--- src/rtl/rmst_pkg.sv ---
// ----------------------------------------------------------------------------
// rmst_pkg
// Shared types, constants and helpers for the range-maximum sparse table.
// ----------------------------------------------------------------------------
package rmst_pkg;

  localparam int DEPTH_DEF  = 1024;
  localparam int LEVELS_DEF = 11;

  localparam int VALUE_W = 32;
  localparam int CNT_W   = 11;
  localparam int LOG_W   = $clog2(CNT_W);
  localparam int PADDR_W = 3;
  localparam int PDATA_W = 32;

  localparam logic [CNT_W-1:0] ELEMENT_COUNT_RESET = CNT_W'(1024);

  // register index, taken from paddr above the byte offset
  localparam logic [PADDR_W-3:0] REG_ELEMENT_COUNT = '0;

  localparam logic KIND_LOAD  = 1'b0;
  localparam logic KIND_QUERY = 1'b1;

  typedef logic signed [VALUE_W-1:0] value_t;

  typedef struct packed {
    logic             kind;
    logic [CNT_W-1:0] position;
    value_t           element_value;
    logic [CNT_W-1:0] left_index;
    logic [CNT_W-1:0] right_index;
  } req_t;

  typedef struct packed {
    value_t range_max;
    logic   query_valid;
  } rsp_t;

  // position of the highest set bit, 0 for a zero word
  function automatic logic [LOG_W-1:0] floor_log2(input logic [CNT_W-1:0] v);
    logic [LOG_W-1:0] res;
    res = '0;
    for (int i = 0; i < CNT_W; i++) begin
      if (v[i]) begin
        res = LOG_W'(i);
      end
    end
    return res;
  endfunction

endpackage

--- src/rtl/rmst_max_unit.sv ---
// ----------------------------------------------------------------------------
// rmst_max_unit
// Shared signed compare and select, used by table build and by queries.
// ----------------------------------------------------------------------------
module rmst_max_unit (
  input  rmst_pkg::value_t a,
  input  rmst_pkg::value_t b,
  output rmst_pkg::value_t max_out
);
  import rmst_pkg::*;

  logic a_wins;

  assign a_wins  = (a > b);
  assign max_out = a_wins ? a : b;

endmodule

--- config.mk ---
export PLATFORM = sky130hd
export DESIGN_NAME = rmst_max_unit
export DESIGN_NICKNAME = d
export VERILOG_FILES = /design/src/rtl/rmst_pkg.sv /design/src/rtl/rmst_max_unit.sv
export SDC_FILE = /design/constraint.sdc
export NUM_CORES = 1
export LEC_CHECK = 0
export ABC_AREA = 1
export BUFFER_PORTS_ARGS = -buffer_cell sky130_fd_sc_hd__buf_4
export CAP_MARGIN = 0
export CORE_UTILIZATION = 44
export DETAILED_ROUTE_END_ITERATION = 7
export PLACE_DENSITY = 0.85
export SYNTH_ARGS = -nofsm -noshare
export SYNTH_HDL_FRONTEND = slang
export SYNTH_SLANG_ARGS = --single-unit
--- constraint.sdc ---
create_clock -name vclk -period 1.9
set_input_delay 0.095 -clock vclk [all_inputs]
set_output_delay 0.095 -clock vclk [all_outputs]
set_load 0.02 [all_outputs]
==> flow_metrics.env, run 1 <==
export IMPL_status="did not finish"
export IMPL_haltStage="global routing (5_1_grt)"
export IMPL_error="[ERROR DPL-0033] detailed placement checks failed during check placement."
export IMPL_antenna_found_initial=0
export IMPL_ys_seq_area_share_pct=0
export IMPL_rows=20
export IMPL_dp_hpwl_um=3460
export IMPL_ys_types=18
export IMPL_grt_max_degree=21
export IMPL_die_width_um=58.2
export IMPL_postGrtWorstEndpoint="max_out[17]"
export IMPL_die_h_um=58.2
export IMPL_worstEpCategory="top-level output"
export IMPL_syn_num_nets=350
export IMPL_postCtsSetupRepairBufs=0
export IMPL_io_buffers=96
export IMPL_globalplace_congestion=0.825
export IMPL_syn_inst=254
export IMPL_pre_cts_ws_ns=-0.0523
export IMPL_netlist_area_mm2=0.00139
export IMPL_pin_count=96
export IMPL_start_util_pct=45.9
export IMPL_avgSynthCellArea_um2=5.47
export IMPL_ys_warn_count=0
## cell families after synthesis
| logic type | share of synthesized area, % |
|---|---|
| buffers and inverters | 15.7 |
| AOI/OAI and AO/OA | 7.66 |
| and+or+nand+nor | 47.8 |
| adders and majority gates | 28.8 |
## timing repair
| action | CTS |
|---|---|
| setup endpoints to repair | 20 |
| resized for setup | 1 |
| pin swaps | 0 |
| cloned | 0 |
| hold buffers | 0 |
## stage by stage
stage	util (%)	cell area, um^2	hold slack (ns)	std cells
global placement	72.5	2200	0.489	393
CTS	72.6	2200	0.490	393
floorplan	-	1390	0.358	254
detailed placement	72.5	2200	0.489	393
## cells in the mapped netlist
cell,instances,share of area (%)
nand2_2,1,0.45
nand3_1,1,0.36
a21oi_2,1,0.63
nor2_1,10,2.7
clkinv_1,1,0.27
inv_1,35,9.5
a21o_1,1,0.54
buf_2,6,2.2
nand4_1,34,15
ha_1,32,29
a21oi_1,13,4.7
nand3_2,2,1.4
o21ai_0,2,0.72
inv_2,5,1.4
nand2_1,102,28
buf_4,3,1.6
o21a_1,2,1.1
clkbuf_1,3,0.81
==> inputs of run 2 (changes only) <==
- CORE_AREA: not set -> 2 2 63 65
- CORE_UTILIZATION: 44 -> not set
- DIE_AREA: not set -> 0 0 65 67
- PLACE_DENSITY: 0.85 -> not set
- PLACE_DENSITY_LB_ADDON: not set -> 0.15
==> run 2 against run 1 <==
Net effect:
- the flow now finishes, with violations (setup timing)
- area after synthesis unchanged
- synthesized cell count unchanged
==> flow_metrics.env, run 2 <==
export IMPL_status="finished, violations left"
export IMPL_violations="setup timing"
export IMPL_hold_path_class="in -> out"
export IMPL_drt_wl_total_um=5480
export IMPL_ys_warn_count=0
export IMPL_io_buffers=96
export IMPL_gr_total_overflow=0
export IMPL_rsz0062_at_grt="true"
export IMPL_swShare_pct=51.4
export IMPL_diodes=0
export IMPL_min_period_ns=1.95
export IMPL_crit_path_start_kind="input pin"
export IMPL_die_width_um=65
export IMPL_vias=2080
export IMPL_avgSynthCellArea_um2=5.47
export IMPL_seqCellArea_um2=0
export IMPL_stdcell_count=403
export IMPL_maxSlewHeadroom_pct=88.2
export IMPL_clockBufferCount=0
export IMPL_ctsHoldBuffers=0
export IMPL_start_util_pct=38.5
export IMPL_clkPwrFrac_pct=0
export IMPL_critPathKind="in -> out"
export IMPL_pin_count=96
export IMPL_comb_power_share_pct=100.0
export IMPL_syn_inst=254
export IMPL_holdWs_ns=0.477
export IMPL_cp_cell_sequence="buf_4 > inv_1 > ha_4 > nand2_1 > nor2_2 > nand2_1 > nor2_2 > nand2_2 > nand3_4 > nand3_4 > clkbuf_16 > nand2_4 > nand2_2 > buf_6"
export IMPL_coreArea_mm2=0.00361
export IMPL_synth_area_leader_cell="ha_1"
export IMPL_crit_path_end="max_out[1]"
export IMPL_cellLeakagePower_nw=1.60
export IMPL_drt_iter0_drc=74
export IMPL_synth_most_common_cell="nand2_1"
export IMPL_grt_usage_pct=17.5
export IMPL_nFlopsAndLatches=0
export IMPL_synth_top_cell_area_share_pct=28.8
export IMPL_antenna_found_initial=0
export IMPL_die_h_um=67
export IMPL_dp_hpwl_um=3380
export IMPL_ys_types=18
export IMPL_finalMaxSlewViolations=0
export IMPL_fin_ws_ns=-0.0456
export IMPL_hold_viol_final=0
export IMPL_rows=22
export IMPL_path_buf_inv=4
export IMPL_globalRoute_busiestLayer="met2"
export IMPL_most_common_layout_cells="buf_4, nand2_2, nand2_1"
export IMPL_nets=453
export IMPL_powerDensity_mw_per_mm2=427
export IMPL_globalplace_congestion=0.780
export IMPL_drv_cap=0
export IMPL_detail_route_antenna_nets=0
export IMPL_fin_util_pct=83.4
export IMPL_crit_path_start="b[31]"
export IMPL_gr_usage_met1_pct=23.7
export IMPL_finalSetupViolCount=26
export IMPL_netlist_area_mm2=0.00139
export IMPL_dieArea_mm2=0.00436
export IMPL_crit_family="simple AND/OR/NAND/NOR gates"
export IMPL_switchingPower_mw=0.659
export IMPL_ir_worst_vdd_uv=270
export IMPL_met3_usage_pct=0.845
export IMPL_synth_area_leaders="ha_1, nand2_1, nand4_1"
export IMPL_grt_pass1_vias=1644
export IMPL_dp_cells=399
export IMPL_cp_data_arrival_time_ns=1.85
export IMPL_dr_pass1_iters=4
export IMPL_cp_depth=14
export IMPL_worstMarginPinSlew_ns=0.175
export IMPL_grt_max_degree=25
export IMPL_synth_common_cells="nand2_1, inv_1, nand4_1"
export IMPL_grt_use_met2_pct=32.1
export IMPL_cp_slowest_cell="ha_4"
export IMPL_drc=0
export IMPL_seqPwrFrac_pct=0
export IMPL_power_internal_mw=0.624
export IMPL_syn_num_nets=350
export IMPL_critical_path_peak_fanout=6
export IMPL_critPathMaxStageDelay_ns=0.28
export IMPL_critPathRequiredTime_ns=1.80
export IMPL_fillerInstances=230
export IMPL_mostFrequentLayoutCell="buf_4"
export IMPL_viasPerCell=5.16
export IMPL_ys_seq_area_share_pct=0
export IMPL_endpoint_kind="output port"
export IMPL_detail_route_wl_per_cell_um=13.6
export IMPL_max_freq_mhz=514
export IMPL_grt_pass1_wl_um=6480
export IMPL_area_delta_synth_final_pct=117
export IMPL_fin_crit_sh_pct=102
export IMPL_drive_gt1_share_pct=66.2
run 2: cell counts after synthesis:
Identical to the previous run, type by type.
run 2: logic make-up (layout without fill, tap and decap cells):
| family | Yosys count | count (layout) | synth area share [%] |
|---|---|---|---|
| adders and majority gates | 32 | 32 | 28.8 |
| and+or+nand+nor | 150 | 150 | 47.8 |
| buffers and inverters | 53 | 154 | 15.7 |
| AOI/OAI and AO/OA | 19 | 19 | 7.66 |
run 2: area by class of cell:
type,instances,area (um^2),area share [%]
inverters,41,166,5.53
multi-input cells,201,1740,57.8
well taps,48,60.1,2.00
repair buffers,113,1040,34.7
run 2: worst min path at each step:
stage          start          end  slack, ns  cells after the start
2_1_floorplan  b[10]  max_out[10]       0.36                      2
3_3_place_gp   b[26]  max_out[26]       0.49                      4
3_5_place_dp   b[11]  max_out[11]       0.49                      4
4_1_cts        b[12]  max_out[12]       0.49                      4
5_1_grt        b[30]  max_out[30]       0.49                      4
6_report       b[29]  max_out[29]       0.48                      4
run 2: tightest hold or removal path, delay by kind of cell:
| family | cells | cell delay (ns) |
|---|---|---|
| and+or+nand+nor | 2 | 0.10 |
| buffers and inverters | 2 | 0.19 |
run 2: metal layers:
metal  vias to the layer above  routed length, um
li1                       1044                  -
met5                         -                  0
met4                         0                 45
met2                        69               3020
met3                         6                258
met1                       961               2160
run 2: power groups by stage:
| stage | clock network, mW | logic [mW] | registers (mW) |
|---|---|---|---|
| after floorplan | 0 | 0.489 | 0 |
| after global placement | 0 | 0.870 | 0 |
| after detailed placement | 0 | 0.877 | 0 |
| after CTS | 0 | 0.880 | 0 |
| after global routing | 0 | 1.38 | 0 |
| final | 0 | 1.28 | 0 |
run 2: per-stage QoR:
stage          total power [mW]  instance area [um^2]  setup TNS (ns)  setup WS (ns)
3_3_place_gp              0.870                  2220               0         0.0169
4_1_cts                   0.880                  2220               0        0.00932
5_1_grt                    1.38                  3010           -3.49         -0.135
3_5_place_dp              0.877                  2220         -0.0135       -0.00678
6_report                   1.28                  3010          -0.549        -0.0456
2_1_floorplan             0.489                  1390               0          0.282
run 2: what timing repair did:
item                       in CTS  in global routing
pin swaps                       0                 26
buffers inserted                0                  1
gates cloned                    0                  3
resized for setup               1                178
setup endpoints to repair      10                 32
(Power assumes the default switching activity.)
